File: src/design/scta_pkg.sv
package scta_pkg;

  localparam int TABLE_ROWS    = 256;
  localparam int TABLE_COLS    = 3;
  localparam int TABLE_ENTRIES = TABLE_ROWS * TABLE_COLS;
  localparam int TBL_AW        = $clog2(TABLE_ENTRIES);

  localparam int MAX_RESULTS          = 32;
  localparam int DEFAULT_BUFFER_DEPTH = 32;
  localparam int QUEUE_DEPTH          = 2;

  localparam logic [7:0] PRINT_LOW  = 8'h20;
  localparam logic [7:0] PRINT_HIGH = 8'h7E;

  localparam logic [7:0] RST_ALT_PRESS     = 8'd128;
  localparam logic [7:0] RST_SHIFT_PRESS   = 8'd129;
  localparam logic [7:0] RST_SHIFT_RELEASE = 8'd130;
  localparam logic [7:0] RST_ALT_RELEASE   = 8'd131;

  localparam logic [1:0] CMD_WRITE = 2'd0;
  localparam logic [1:0] CMD_SCAN  = 2'd1;
  localparam logic [1:0] CMD_DRAIN = 2'd2;

  localparam logic [3:0] CFG_ALT_PRESS     = 4'd0;
  localparam logic [3:0] CFG_SHIFT_PRESS   = 4'd1;
  localparam logic [3:0] CFG_SHIFT_RELEASE = 4'd2;
  localparam logic [3:0] CFG_ALT_RELEASE   = 4'd3;

  localparam logic [1:0] MODE_PLAIN = 2'd0;
  localparam logic [1:0] MODE_SHIFT = 2'd1;
  localparam logic [1:0] MODE_ALT   = 2'd2;

  typedef enum logic [1:0] {
    OP_WRITE,
    OP_SCAN,
    OP_DRAIN
  } op_t;

  typedef enum logic [2:0] {
    ST_CLEAR,
    ST_IDLE,
    ST_LOOKUP,
    ST_DRAIN,
    ST_DRAIN_WAIT
  } state_t;

  typedef struct packed {
    op_t        op;
    logic [7:0] row;
    logic [1:0] col;
    logic [7:0] data;
    logic [5:0] count;
  } cmd_t;

  typedef struct packed {
    logic [7:0] alt_press;
    logic [7:0] shift_press;
    logic [7:0] shift_release;
    logic [7:0] alt_release;
  } cfg_codes_t;

  typedef struct packed {
    logic pop;
    logic clearing;
  } back_to_front_t;

  // row * 3 + col
  function automatic logic [TBL_AW-1:0] table_addr(input logic [7:0] row,
                                                   input logic [1:0] col);
    table_addr = TBL_AW'({2'b00, row}) + TBL_AW'({1'b0, row, 1'b0}) + TBL_AW'(col);
  endfunction

endpackage

File: src/design/scta_front.sv
module scta_front (
  input  logic                     clk,
  input  logic                     rst,
  input  logic                     item_valid,
  output logic                     item_stall,
  input  logic [1:0]               command,
  input  logic [7:0]               scan_value,
  input  logic [1:0]               table_mode,
  input  logic [7:0]               entry_char,
  input  logic [5:0]               read_count,
  input  scta_pkg::back_to_front_t ctl,
  output logic                     q_valid,
  output scta_pkg::cmd_t           q_item
);

  scta_pkg::cmd_t slots [scta_pkg::QUEUE_DEPTH];
  logic       wr_ptr;
  logic       rd_ptr;
  logic [1:0] count;
  logic [1:0] count_next;

  scta_pkg::cmd_t cls;
  logic           keep;
  logic           push;

  // classify: table writes to column 3 and unknown commands are dropped here
  always_comb begin
    cls.row   = scan_value;
    cls.col   = table_mode;
    cls.data  = entry_char;
    cls.count = read_count;
    cls.op    = scta_pkg::OP_WRITE;
    keep      = 1'b0;
    unique case (command)
      scta_pkg::CMD_WRITE: begin
        cls.op = scta_pkg::OP_WRITE;
        keep   = (table_mode < 2'(scta_pkg::TABLE_COLS));
      end
      scta_pkg::CMD_SCAN: begin
        cls.op = scta_pkg::OP_SCAN;
        keep   = 1'b1;
      end
      scta_pkg::CMD_DRAIN: begin
        cls.op = scta_pkg::OP_DRAIN;
        keep   = 1'b1;
      end
      default: begin
        keep = 1'b0;
      end
    endcase
  end

  assign item_stall = ctl.clearing || (count == 2'(scta_pkg::QUEUE_DEPTH));
  assign push       = item_valid && !item_stall && keep;
  assign q_valid    = (count != 2'd0);
  assign q_item     = slots[rd_ptr];

  always_comb begin
    count_next = count + 2'(push) - 2'(ctl.pop);
  end

  always_ff @(posedge clk) begin
    if (rst) begin
      wr_ptr <= 1'b0;
      rd_ptr <= 1'b0;
      count  <= 2'd0;
    end else begin
      count <= count_next;
      if (push) begin
        wr_ptr <= ~wr_ptr;
      end
      if (ctl.pop) begin
        rd_ptr <= ~rd_ptr;
      end
    end
  end

  always_ff @(posedge clk) begin
    if (push) begin
      slots[wr_ptr] <= cls;
    end
  end

  a_pop_nonempty: assert property (@(posedge clk) disable iff (rst)
    ctl.pop |-> (count != 2'd0))
    else $error("queue pop while empty");

  a_no_overflow: assert property (@(posedge clk) disable iff (rst)
    (count == 2'(scta_pkg::QUEUE_DEPTH)) |-> !push)
    else $error("queue push while full");

  a_count_range: assert property (@(posedge clk) disable iff (rst)
    count <= 2'(scta_pkg::QUEUE_DEPTH))
    else $error("queue count out of range");

endmodule

File: config.mk
export PLATFORM = sky130hd
export DESIGN_NAME = scta_front
export DESIGN_NICKNAME = d
export VERILOG_FILES = /design/src/design/scta_pkg.sv /design/src/design/scta_front.sv
export SDC_FILE = /design/constraint.sdc
export NUM_CORES = 1
export LEC_CHECK = 0
export BUFFER_PORTS_ARGS = -buffer_cell sky130_fd_sc_hd__buf_2
export CAP_MARGIN = 20
export CORE_UTILIZATION = 30
export CTS_CLUSTER_SIZE = 14
export DETAILED_ROUTE_END_ITERATION = 6
export GPL_TIMING_DRIVEN = 1
export HOLD_SLACK_MARGIN = 0.06
export PLACE_DENSITY_LB_ADDON = 0.15
export RECOVER_POWER = 25
export SYNTH_ARGS = -nofsm -noshare
export SYNTH_HDL_FRONTEND = slang
export SYNTH_SLANG_ARGS = --single-unit
File: constraint.sdc
create_clock -name clk -period 3.9 [get_ports clk]
set_input_delay 0.975 -clock clk [delete_from_list [all_inputs] [get_ports clk]]
set_output_delay 0.975 -clock clk [all_outputs]
set_load 0.01 [all_outputs]
After elaboration in Yosys (flattened, before gate mapping). Memories as Yosys holds them, arrays and structs flattened. A register that Yosys moved wholly into a read port is not among the register bits. Index checks and enable logic that the tools add are counted.

Bits in registers: 4. Memory bits (writable): 52. Output and inout port bits: 28. Memories: 1.

Add/subtract/negate cells: 2. Order comparisons: 1. Eq/ne operators: 3. Mux-type cells: 6. Bitwise operators: 2. Reductions and logical operators: 7.

Memory list: slots (depth 2, width 26, rd ports 1, clocked after Yosys merged registers in 1, wr ports 1, RTL line scta_front.sv:16) `scta_pkg::cmd_t slots [scta_pkg::QUEUE_DEPTH];`.

Operators by type and width (count): 2-bit equality test, second input constant (2); 1-bit two-way mux (4); 2-bit case mux with 2 select lines (1); 2-bit by 1-bit adder with 2-bit output (1); 2-bit by 1-bit equality test with 1-bit output, second input constant (1); 1-bit logical AND (2); 2-bit zero test (1); 2-bit < comparator, second input constant (1); 1-bit inverter (2); 1-bit case mux with 2 select lines (1); 2-bit nonzero test (1); 2-bit OR reduction (1); 2-bit by 1-bit subtractor with 2-bit output (1); 1-bit zero test (1); 1-bit logical OR (1).

Logic depth before layout (Yosys ltp). Gate-level depths: netlist of run 1.

Depth after elaboration: 7. Depth in mapped cells: 11.

Worst setup path before layout of run 1. Ideal clock, no wire load.

Kind: input-to-reg. Start: input command[0]. End: memory slots[0][0] in the netlist's numbering (enable). Library setup time: 0.409 ns. Data arrival time: 2.686 ns. Required time: 3.491 ns. Setup slack: 0.805 ns. Stages on the path: 6. Path buffers: 0. Path through: inv_1 > ha_1 > a21boi_1 > o2111a_2 > inv_1 > nor2_1.

Word-level cells in the longest chain between the ends: 6. Elaborated cells on any way between the ends: 8. Classes of those cells: eq/ne: 2; mux: 3; reduce/logical: 3.

Ends and longest elaborated chain: from (decl) (RTL line scta_front.sv:6) `input logic [1:0] command,`; 2-bit equality test / 2-bit by 1-bit equality test with 1-bit output (equally long branches) (RTL line scta_front.sv:34) `unique case (command)`; 2-bit OR reduction (no line); 1-bit case mux with 2 select lines (*) (RTL line scta_front.sv:34); 1-bit logical AND (*) (RTL line scta_front.sv:54) `assign push = item_valid && !item_stall && keep;`; 1-bit two-way mux (*) (RTL line scta_front.sv:79) `if (push) begin`; 1-bit two-way mux (implied by the code) (*) (RTL line scta_front.sv:80) `slots[wr_ptr] <= cls;`; to (decl) (RTL line scta_front.sv:16).

Mark *: on every way between the ends. The rest lies on a longest branch, timed or not.

==> reports/results.txt, run 1 <==
In the global route stage, overall resource usage came out at 11.0%. Max-cap violations in this run came to 0. Commonest register cell after synthesis: edfxtp_1. The worst pin sits at a relative slew slack of 49.2%.

The tools report the endpoint of the worst-slack reg-to-reg timing path as count[1]. Synthesis produced 115 cells. The clock passes through at most 2 buffers. The tools report the footprint of the flip-flops and latches as 1660 um^2. Timing would allow up to 341 MHz.

The worst path uses 75.3% of the clock period. The number of hold violations in the final report was 0; the highest ir drop seen on vdd was 0.222 mV. The flow ran to the end, and the final reports show no timing, DRC or antenna violations. The run gives 0 as the number of warning messages in the yosys log. For the worst flop-to-flop path, the logic depth is 9. The routed layout has 1161 vias. The number of antenna diodes in the final layout is 0. The number of clock buffers added by TritonCTS is 9.

The tools report the number of design-rule violations left by the first detailed-router iteration as 44. STA classifies the critical path startpoint as a flip-flop. In this run the power density over the cells is 483 nW/um^2. Input and output buffers added on the ports amount to 58.

The tree is rooted in a clkbuf_8. Data arrival time of the worst path: 1.96 ns. The die is 87.6 um wide. The post-synthesis sequential element count was 57. For the number of hold-repair buffers added at the cts stage, the log shows 0. Slew at the pin closest to its max-slew limit: 0.762 ns. The signal on the critical path passes through buf_4, mux2_2, buf_2. The tools report the sequential share of power as 52.9%.

The layout cell share with drive strength beyond 1 is 50.3%, and the mean area per synthesized cell is 19.1 um^2. The logs give 0 for the number of remaining DRC errors and 75.6% for the part of the Yosys area used for sequential elements. The count of distinct cell types in the synthesized netlist came out at 18. 59 I/O pins were placed. Of all nets on the critical path, the largest fanout is 17. After clock tree synthesis, the clock-pin slew on the worst setup and hold paths is 0.06 ns. After detailed routing, the number of vias per cell comes to 4.10. After detailed routing, the total wire length is 3.78 mm.

For the post-synthesis instance area, the log shows 2200 um^2. Once detail routing completed, the nets flagged for antenna violations numbered 0. Summing all multi-input logic gate instances after layout gives 493 um^2. The logs give 57 for the sink count of the clock tree and 1223 for the via count of the first global-routing pass. Combinational logic burns 10.0% of the power. The leakage power figure was 1.04 nW. Of all cell types, the one taking the most synthesized area is edfxtp_1. On the worst path, the slowest cell contributes a delay of 0.81 ns.

Class of the tightest hold or removal check: flip-flop to flip-flop. The core region is 6940 um^2. Summed over all failing endpoints, the final setup total negative slack is 0 ns. Entering global routing, the biggest net connects 27 pins. Summed over all nets, the switching power comes to 289 uW.

Setup slack on the worst reg-to-reg path comes out at 2.16 ns. For this run the aggregate overflow at the end of global routing stands at 0. For this run, the share of the core covered by cells in the final layout is 39.8%. After layout, the minimum clock period comes to 2.93 ns. The max-slew violation count was 0.

Initial antenna violation count: 0. The share of total power consumed by net switching was 21.7%; the number of levels in the clock H-tree was 3. The launching point of the worst reg2reg path was count[0].

The internal portion of the total power is 1.04 mW. After synthesis, the most frequently instantiated cells are 52 x edfxtp_1, 26 x mux2_2, 6 x ha_1. The latest clock arrival within the worst-skew pair is 0.32 ns, and the number of nets in the final layout is 220. The floorplan die height was 87.6 um. The first detailed-routing pass took 4 iterations. The number of enable-type register cells in the synthesized netlist is 52.

The area overhead of the layout relative to synthesis is 25.7%, and the effective utilization at floorplan is 31.7%. The logs give 30 for the site row count and 7670 um^2 for the area of the die. In the synthesized netlist the async set-or-reset flop fraction comes to 0%. After filler insertion, the fill cell instance count of the layout stands at 669. The run gives 2.50 mm as the sum of net half-perimeters after detailed placement.

The critical path in this run is classified as flip-flop to output pin. Buffers added to address setup during post-CTS repair amount to 0. After detailed routing, the average wire length per cell comes to 13.4 um.

Among all cell types in the netlist, the one instantiated most often is edfxtp_1. The sort of element at the end of the critical path is an output pin. Top cell type's share of synthesized area: 71.0%. TritonCTS built the clock tree.

Synthesis produced a netlist with a net count of 152. By area the synthesized netlist is led by edfxtp_1 71%, mux2_2 13%, dfxtp_1 4.6%. The maximum clock skew at final layout was 0.00430 ns; the first-pass GRT wire length was 5.85 mm. Post-CTS repair changed the size of 0 cells.

The slowest stage cell on the critical path is dfxtp_1. Setup repair after global routing left no endpoint under its margin. Routability-driven placement finished with a final weighted congestion of 0.644. The most critical setup path has its endpoint at q_item[12]. The logs give 2.92 ns for the required time of the critical path and 37.2% for the part of the total power dissipated in the clock network. For the total of endpoints with negative setup slack in the final report, the log shows 0.
## flip-flops by register name (all words and copies together) (netlist names), named ones only
signal	cells
wr_ptr	1
rd_ptr	1
count	2
slots	52
## cell usage in the layout (no fill, tap or decap), types with 3 or more instances in the layout
master,Yosys,routed
buf_2,1,49
inv_1,5,5
nor2b_1,3,3
nor2_1,5,4
dfxtp_1,5,5
clkbuf_8,0,9
mux2_2,26,26
ha_1,6,6
clkbuf_1,0,10
edfxtp_1,52,52
## worst min-delay path by stage
stage                     startpoint        end  slack, ns  depth (start not counted)
after floorplan               rd_ptr  flip-flop       0.48                          2
after global placement        rd_ptr     rd_ptr       0.50                          2
after detailed placement      rd_ptr  flip-flop       0.50                          2
after CTS                     rd_ptr     rd_ptr       0.52                          2
after global routing          rd_ptr  flip-flop       0.58                          2
final                         rd_ptr     rd_ptr       0.52                          2
## layout make-up
cell class | instances | share of cell area [%]
Sequential cell | 57 | 60.1
Multi-Input combinational cell | 50 | 17.8
Timing Repair Buffer | 60 | 10.6
Clock buffer | 10 | 4.62
Tap cell | 96 | 4.35
Clock inverter | 5 | 1.72
Inverter | 5 | 0.679
## metrics by stage
step	power (mW)	cell area (um^2)	setup slack, ns	hold WS, ns	std cells
3_5_place_dp	0.855	2600	1.16	0.504	268
6_report	1.33	2760	0.965	0.520	283
5_1_grt	1.40	2760	0.811	0.584	283
3_3_place_gp	0.850	2600	1.22	0.499	268
4_1_cts	1.36	2770	0.879	0.522	283
2_1_floorplan	0.798	2200	0.805	0.480	115
## power groups by stage
stage          logic, mW  clock network, mW  registers [mW]
4_1_cts            0.138              0.516           0.706
5_1_grt            0.147              0.548           0.708
2_1_floorplan     0.0883                  0           0.710
3_5_place_dp       0.137                  0           0.718
3_3_place_gp       0.133                  0           0.717
6_report           0.133              0.496           0.705
## worst max-delay path, delay by kind of cell (launching register included)
kind | cells | cell delay, ns
buffers and inverters | 2 | 0.46
flip-flops | 1 | 0.81
multiplexers | 1 | 0.36
## routing by layer
| metal | global-route usage [%] | vias to the layer above | wire length, um |
|---|---|---|---|
| met3 | 4.52 | 4 | 169 |
| met2 | 18.0 | 34 | 2010 |
| met5 | 0 | - | 0 |
| met1 | 11.8 | 559 | 1560 |
| met4 | 6.86 | 0 | 39 |
| li1 | - | 564 | - |
## cells by family (layout without fill, tap and decap cells)
group                      Yosys count  count (layout)  share of synthesized area (%)
DFF                                 57              57                           75.6
xor gates and xnor gates             3               3                           1.20
and+or+nand+nor                     12              12                           2.79
muxes                               27              27                           14.0
buffers and inverters                8              80                           2.11
AOI/OAI and AO/OA                    2               2                          0.911
adders and majority gates            6               6                           3.41
(Power assumes the default switching activity.)
==> run 2: changes to the inputs <==
ABC_AREA = 1   (was unset)
clock period = 2.8 ns   (was 3.9 ns; I/O delays follow)
==> run 2 against run 1 <==
Die area rose by 4.2%. Register-to-register slack got worse by 1.1 ns. Synthesized cell count rose by 7.8%. Cell count rose by 5.7%. Critical path type unchanged.
==> reports/results.txt, run 2 <==
The time the final worst path needs with I/O delays and setup was 2.31 ns. The post-synthesis sequential element count is 57 (unchanged). The required time of the critical path was 2.10 ns (was 2.92 ns); the slew at the pin closest to its max-slew limit was 0.390 ns (was 0.762 ns). The tools report the post-placement cell count as 283 (was 268). The quantity of gates resized following cts is 0 (unchanged).

The sequential share of power came out at 52.3% (was 52.9%). The max-cap violation count came out at 0 (unchanged). The areal power density over the cells works out to 647 nW/um^2 (was 483 nW/um^2). The number of enable-type register cells in the synthesized netlist is 52 (unchanged), and the final instance count without filler cells is 299 (was 283). The tools report the total negative slack for setup checks as 0 ns (unchanged). The tools report the first-pass GRT wire length as 5.85 mm (unchanged). The number of warning messages in the yosys log was 0 (unchanged); the number of levels in the clock H-tree was 3 (unchanged). The register containing the most flip-flops in the final layout was slots (unchanged).

The max-slew violation count is 0 (unchanged), and the number of hold-repair buffers added at the cts stage is 0 (unchanged). Sink count of the clock tree: 57 (unchanged). The number of search-and-repair iterations in the first detailed-routing pass was 3 (was 4). Ranking of synthesized cells by instance count: 52 x edfxtp_1, 20 x mux2_4, 11 x inv_1, 8 x nand2_1 (was 52 x edfxtp_1, 26 x mux2_2, 6 x ha_1). The top cell type's share of synthesized area is 68.1% (was 71.0%). The element type at the critical path start is a flip-flop (unchanged).

The count of distinct cell types in the synthesized netlist is 15 (was 18), and the global routing met1 resource utilization is 11.2% (was 11.8%). The number of CTS-inserted buffers is 9 (unchanged), and the effective utilization at floorplan is 31.3% (was 31.7%). The tools report the footprint of the flip-flops and latches as 1660 um^2 (about the same). The run gives 2.74 mm (was 2.50 mm) as the sum of net half-perimeters after detailed placement. Routability congestion estimate from global placement: 0.628 (was 0.644). The tools report the post-synthesis instance area as 2290 um^2 (was 2200 um^2). The logs give 1.46 mW (was 1.04 mW) for the cell-internal power and 232 (was 220) for the number of nets in the final layout. The mean area per synthesized cell works out to 18.5 um^2 (was 19.1 um^2).

The number of I/O port buffers works out to 58 (unchanged). The tools report the via count of the first global-routing pass as 1270 (was 1223). Top library cells by usage in the layout, fill and taps aside: 54 x buf_2, 52 x edfxtp_1, 20 x mux2_4 (was 52 x edfxtp_1, 49 x buf_2, 26 x mux2_2). Post-synthesis net count: 161 (was 152). The number of flip-flops in the largest register works out to 52 (unchanged). The total of endpoints with negative setup slack in the final report is 0 (unchanged), and the synthesized instance count is 124 (was 115). The highest ir drop seen on vdd is 0.242 mV (was 0.222 mV). The most instantiated library cell after synthesis is edfxtp_1 (unchanged). Setup repair after global routing left no endpoint under its margin. Largest registers: slots: 52 flops, count: 2 flops (unchanged). Clock tree root buffer cell: clkbuf_8 (unchanged).

The run gives 0 (unchanged) as the number of hold violations in the final report. The standard cell area after detailed placement was 2710 um^2 (was 2600 um^2). The layout cell share with drive strength beyond 1 is 49.5% (was 50.3%), and the part of the total power dissipated in the clock network is 37.1% (was 37.2%). The count of pins on the block boundary came out at 59 (unchanged). TritonCTS built the clock tree.

Width of the die: 89.4 um (was 87.6 um). For the number of antenna-violating nets in the routed design, the log shows 0 (unchanged). The core area is 7330 um^2 (was 6940 um^2). Latest clock arrival within the worst-skew pair: 0.33 ns (was 0.32 ns).

Cells taking the most area after synthesis: edfxtp_1 68%, mux2_4 13%, dfxtp_1 4.4% (was edfxtp_1 71%, mux2_2 13%, dfxtp_1 4.6%). The data arrival time of the worst path was 1.61 ns (was 1.96 ns). The met3 track utilization from global routing is 3.97% (was 4.52%), and the number of design-rule violations left by the first detailed-router iteration is 34 (was 44). The tools report the count of antenna diodes in the layout as 0 (unchanged).

The class of the tightest hold or removal check was flip-flop to flip-flop (unchanged). The final design area excluding fillers was 2880 um^2 (was 2760 um^2); the async set or reset register ratio after synthesis was 0% (unchanged). The highest achievable clock rate is 433 MHz. The final core area utilization was 39.3% (was 39.8%); the per-cell routed wire length was 13.1 um (was 13.4 um). The logs give 0.412 ns (was 1.16 ns) for the setup slack at placement and 2 (unchanged) for the maximum buffer depth of the clock tree. The tools report the relative contribution of combinational cells to total power as 10.6% (was 10.0%). The total power was 1.87 mW (was 1.33 mW). For the total routed wirelength, the log shows 3.91 mm (was 3.78 mm). Via count normalized by instance count: 4.07 (was 4.10). The via count of the routed design is 1216 (was 1161), and the share of total power consumed by net switching is 21.5% (was 21.7%). The area overhead of the layout relative to synthesis is 25.7% (about the same), and the total setup buffers inserted after CTS is 0 (unchanged). The period utilization was 82.5%; the remaining global-route overflow was 0 (unchanged).

Number of remaining DRC errors: 0 (unchanged). The clock transition at the registers of the reported paths was 0.06 ns (about the same); the net switching component of the power was 401 uW (was 289 uW). The maximum clock skew at final layout came out at 0.00689 ns (was 0.00430 ns). The flow ran to the end, and the final reports show no timing, DRC or antenna violations. For the leakage power figure, the log shows 1.17 nW (was 1.04 nW). The logs give 8000 um^2 (was 7670 um^2) for the area of the die and 0 (unchanged) for the initial antenna violation count. Top cell type by total area after synthesis: edfxtp_1 (unchanged). The layout filler cell count is 711 (was 669).

Sort of element at the end of the critical path: an output pin (unchanged). The commonest register cell after synthesis is edfxtp_1 (unchanged). The run gives 17 (was 27) as the largest net degree at the start of global routing. Worst slew margin relative to its limit: 74.0% (was 49.2%).

The run gives 72.4% (was 75.6%) as the part of the Yosys area used for sequential elements. For the worst hold-check slack, the log shows 0.544 ns (was 0.520 ns). The most common cell after layout, fill and taps aside was buf_2 (was edfxtp_1). The global-route usage over all layers is 10.8% (was 11.0%), and the highest fanout seen on the critical path is 16 (was 17). The logs give 0.489 ns (was 0.965 ns) for the least setup slack across all paths after layout and 542 um^2 (was 493 um^2) for the multi-input logic area. The class of the most critical setup path is flip-flop to output pin (unchanged). Met2 usage in global routing: 17.6% (was 18.0%). Site row count: 31 (was 30). The floorplan die height came out at 89.4 um (was 87.6 um).

The layer with the highest usage after global routing is met2 (unchanged).
run 2: changes by cell type in the layout (fill, tap and decap cells not counted), moves of 2 or more:
cell and delta:
mux2_2 -20, mux2_4 +19, nand2_1 +7, inv_1 +6
buf_2 +5, clkbuf_1 -4, nor2b_1 -3, a21oi_1 +2
buf_4 +2
run 2: critical path: stages (launching register included):
cell     delay [ns]
dfxtp_2        0.57
buf_12         0.23
mux2_2         0.34
buf_2          0.14
run 2: logic make-up after synthesis:
kind of cell | count (synthesis) | share of synthesized area, %
multiplexers | 26 | 16.0
flip-flops | 57 | 72.4
XOR/XNOR | 2 | 0.764
buffers and inverters | 14 | 4.04
adder cells (fa/ha/maj) | 6 | 3.27
AND/OR/NAND/NOR | 16 | 2.78
AO/OA/AOI/OAI | 3 | 0.654
run 2: final timing paths:
| kind | depth (start not counted) | from | slack (ns) | end |
|---|---|---|---|---|
| setup reg to reg | 11 | count[0] | 1.02 | count[1] |
| hold / removal | 2 | rd_ptr | 0.54 | rd_ptr |
| setup / recovery | 3 | flip-flop | 0.49 | q_item[3] |
| hold reg to reg | 2 | rd_ptr | 0.54 | rd_ptr |
run 2: power by group through the flow:
stage / sequential, mW / clock (mW) / combinational, mW
CTS: 0.977 / 0.717 / 0.204
detailed placement: 0.995 / 0 / 0.203
floorplan: 0.983 / 0 / 0.140
global placement: 0.993 / 0 / 0.195
finish: 0.976 / 0.692 / 0.198
global route: 0.979 / 0.759 / 0.217
run 2: metal layers:
metal,vias to the layer above,wire length [um]
met2,36,1980
met5,-,0
met4,0,116
met3,10,234
met1,579,1580
li1,591,-
run 2: layout make-up:
type	instances	share of cell area, %
sequential	57	57.7
timing repair buffer	63	11.6
inverter	11	1.43
tap	99	4.30
clock inverter	5	1.61
multi-input combinational	53	18.8
clock buffer	11	4.56
==> run 3: changes to the inputs <==
clock period = 2.3 ns   (was 2.8 ns; I/O delays follow)
==> run 3 against run 2 <==
Combinational power is 26% higher. Routed wire length is 1.7% lower. Core utilization is 0.085 points lower. Global-route usage is 0.15 points lower. Power is 22% higher. Clock skew hardly changed. Cell count is 0.33% lower. Largest cell class unchanged.
==> reports/results.txt, run 3 (same netlist as run 2, synthesis figures left out) <==
TritonCTS built the clock tree. Latest clock arrival within the worst-skew pair: 0.33 ns (about the same). The tools report the final design area excluding fillers as 2880 um^2 (about the same). Most common cell after layout, fill and taps aside: edfxtp_1 (was buf_2). Clock tree root buffer cell: clkbuf_8 (unchanged).

The least setup slack across all paths after layout is 0.328 ns (was 0.489 ns). Chain of cells forming the critical path: buf_12, mux2_2, buf_2 (unchanged). The area overhead of the layout relative to synthesis is 25.4% (was 25.7%), and the cell count of the worst reg-to-reg path is 11 (unchanged). The period utilization came out at 85.8%. The logs give 53 (was 34) for the number of design-rule violations left by the first detailed-router iteration and 2.68 mm (was 2.74 mm) for the sum of net half-perimeters after detailed placement. Top library cells by usage in the layout, fill and taps aside: 52 x edfxtp_1, 51 x buf_2, 20 x mux2_4 (was 54 x buf_2, 52 x edfxtp_1, 20 x mux2_4). The layout cell share with drive strength beyond 1 came out at 48.7% (was 49.5%). The setup slack at placement came out at 0.0545 ns (was 0.412 ns). The element type at the critical path start is a flip-flop (unchanged). The run gives 298 (was 299) as the final instance count without filler cells. The via count of the routed design came out at 1210 (was 1216). Launching point of the worst reg2reg path: count[0] (unchanged). For the area of the die, the log shows 8000 um^2 (unchanged). The number of CTS-inserted buffers is 9 (unchanged), and the maximum buffer depth of the clock tree is 2 (unchanged). Data arrival time of the worst path: 1.40 ns (was 1.61 ns). The clock transition at the registers of the reported paths is 0.06 ns (about the same), and the total of endpoints with negative setup slack in the final report is 0 (unchanged).

For the site row count, the log shows 31 (unchanged). Highest ir drop seen on vdd: 0.237 mV (was 0.242 mV). The via count normalized by instance count is 4.06 (was 4.07).

The initial antenna violation count was 0 (unchanged); the worst setup slack for register-to-register paths was 0.56 ns (was 1.02 ns). The total setup buffers inserted after CTS is 0 (unchanged), and the worst hold-check slack is 0.435 ns (was 0.544 ns). Class of the tightest hold or removal check: input pin to flip-flop (was flip-flop to flip-flop). The worst slew margin relative to its limit came out at 85.3% (was 74.0%). Count of antenna diodes in the layout: 0 (unchanged).

The max-slew violation count came out at 0 (unchanged). Register containing the most flip-flops in the final layout: slots (unchanged). The logs give 39.2% (was 39.3%) for the final core area utilization and 2.27 mW (was 1.87 mW) for the total power. Largest registers: slots: 52 flops, count: 2 flops (unchanged).

The first-pass GRT wire length was 5.86 mm (was 5.85 mm); the quantity of gates resized following cts was 0 (unchanged). The width of the die works out to 89.4 um (unchanged). The number of levels in the clock H-tree is 3 (unchanged), and the post-placement cell count is 283 (unchanged). The number of antenna-violating nets in the routed design is 0 (unchanged). The tools report the hold path startpoint as entry_char[6] (was rd_ptr). For the maximum clock skew at final layout, the log shows 0.00689 ns (about the same). The cell depth of the worst min-delay path was 1 (was 2); the slew at the pin closest to its max-slew limit was 0.220 ns (was 0.390 ns). Setup repair after global routing left no endpoint under its margin. The logs give 59 (unchanged) for the count of pins on the block boundary and 0 (unchanged) for the number of hold-repair buffers added at the cts stage. Sort of element at the end of the critical path: an output pin (unchanged).

The highest fanout seen on the critical path is 26 (was 16). The flow ran to the end, and the final reports show no timing, DRC or antenna violations. For the remaining global-route overflow, the log shows 0 (unchanged). The class of the most critical setup path is flip-flop to output pin (unchanged). For this run, the top clock speed supported by timing is 507 MHz. The terminating pin of the worst hold path was slots[1][12] (was rd_ptr). The via count of the first global-routing pass is 1277 (was 1270), and the total negative slack for setup checks is 0 ns (unchanged).

The number of nets in the final layout is 232 (unchanged). Counting I/O delays and the setup requirement, the final critical path takes 1.97 ns. The tools report the endpoint of the worst-slack reg-to-reg timing path as count[1] (unchanged). Effective utilization at floorplan: 31.3% (unchanged). The core area was 7330 um^2 (unchanged); the floorplan die height was 89.4 um (unchanged). The number of search-and-repair iterations in the first detailed-routing pass came out at 5 (was 3). For the largest net degree at the start of global routing, the log shows 27 (was 17). The number of remaining DRC errors is 0 (unchanged). The total routed wirelength was 3.85 mm (was 3.91 mm); the required time of the critical path was 1.73 ns (was 2.10 ns). Number of hold violations in the final report: 0 (unchanged). The peak per-stage delay on the critical path was 0.38 ns (was 0.57 ns); the areal power density over the cells was 789 nW/um^2 (was 647 nW/um^2). The max-cap violation count is 0 (unchanged), and the global-route usage over all layers is 10.6% (was 10.8%).

The per-cell routed wire length is 12.9 um (was 13.1 um). The number of I/O port buffers was 58 (unchanged); the sink count of the clock tree was 57 (unchanged). The slowest stage cell on the critical path is mux2_2 (was dfxtp_2). The logs give 0.642 (was 0.628) for the routability congestion estimate from global placement and 2710 um^2 (unchanged) for the standard cell area after detailed placement. The number of flip-flops in the largest register works out to 52 (unchanged). Leakage power figure: 1.16 nW (was 1.17 nW).
-- run 3: layout make-up --
type	instances	area [um^2]
fill	704	4450
sequential	57	1660
multi-input combinational	53	542
timing repair buffer	63	332
clock buffer	10	128
tap	99	124
clock inverter	5	47.5
inverter	11	41.3
-- run 3: metal layers --
layer / global-route usage, % / vias up / part of all wire (%)
li1: - / 589 / -
met2: 18.0 / 36 / 54
met1: 10.7 / 579 / 38
met3: 4.62 / 6 / 6.6
met5: 0 / - / 0
met4: 6.93 / 0 / 1.7
-- run 3: worst max-delay path by stage --
stage	to	slack, ns	cells past startpoint
after floorplan	slots[0][0]	0.13	6
after global placement	count[1]	0.15	12
after detailed placement	count[1]	0.05	12
after CTS	q_item[25]	0.30	3
after global routing	count[1]	0.21	12
final	q_item[25]	0.33	3
-- run 3: power breakdown --
group	internal [mW]	leakage (nW)	switching [mW]
Clock	0.483	0.0910	0.360
Sequential	1.17	0.513	0.0126
Combinational	0.129	0.559	0.120
-- run 3: critical path: cells and delay by family (launching register included) --
family | cells | cell delay, ns
flip-flops | 1 | 0.34
buffers and inverters | 2 | 0.36
multiplexers | 1 | 0.38
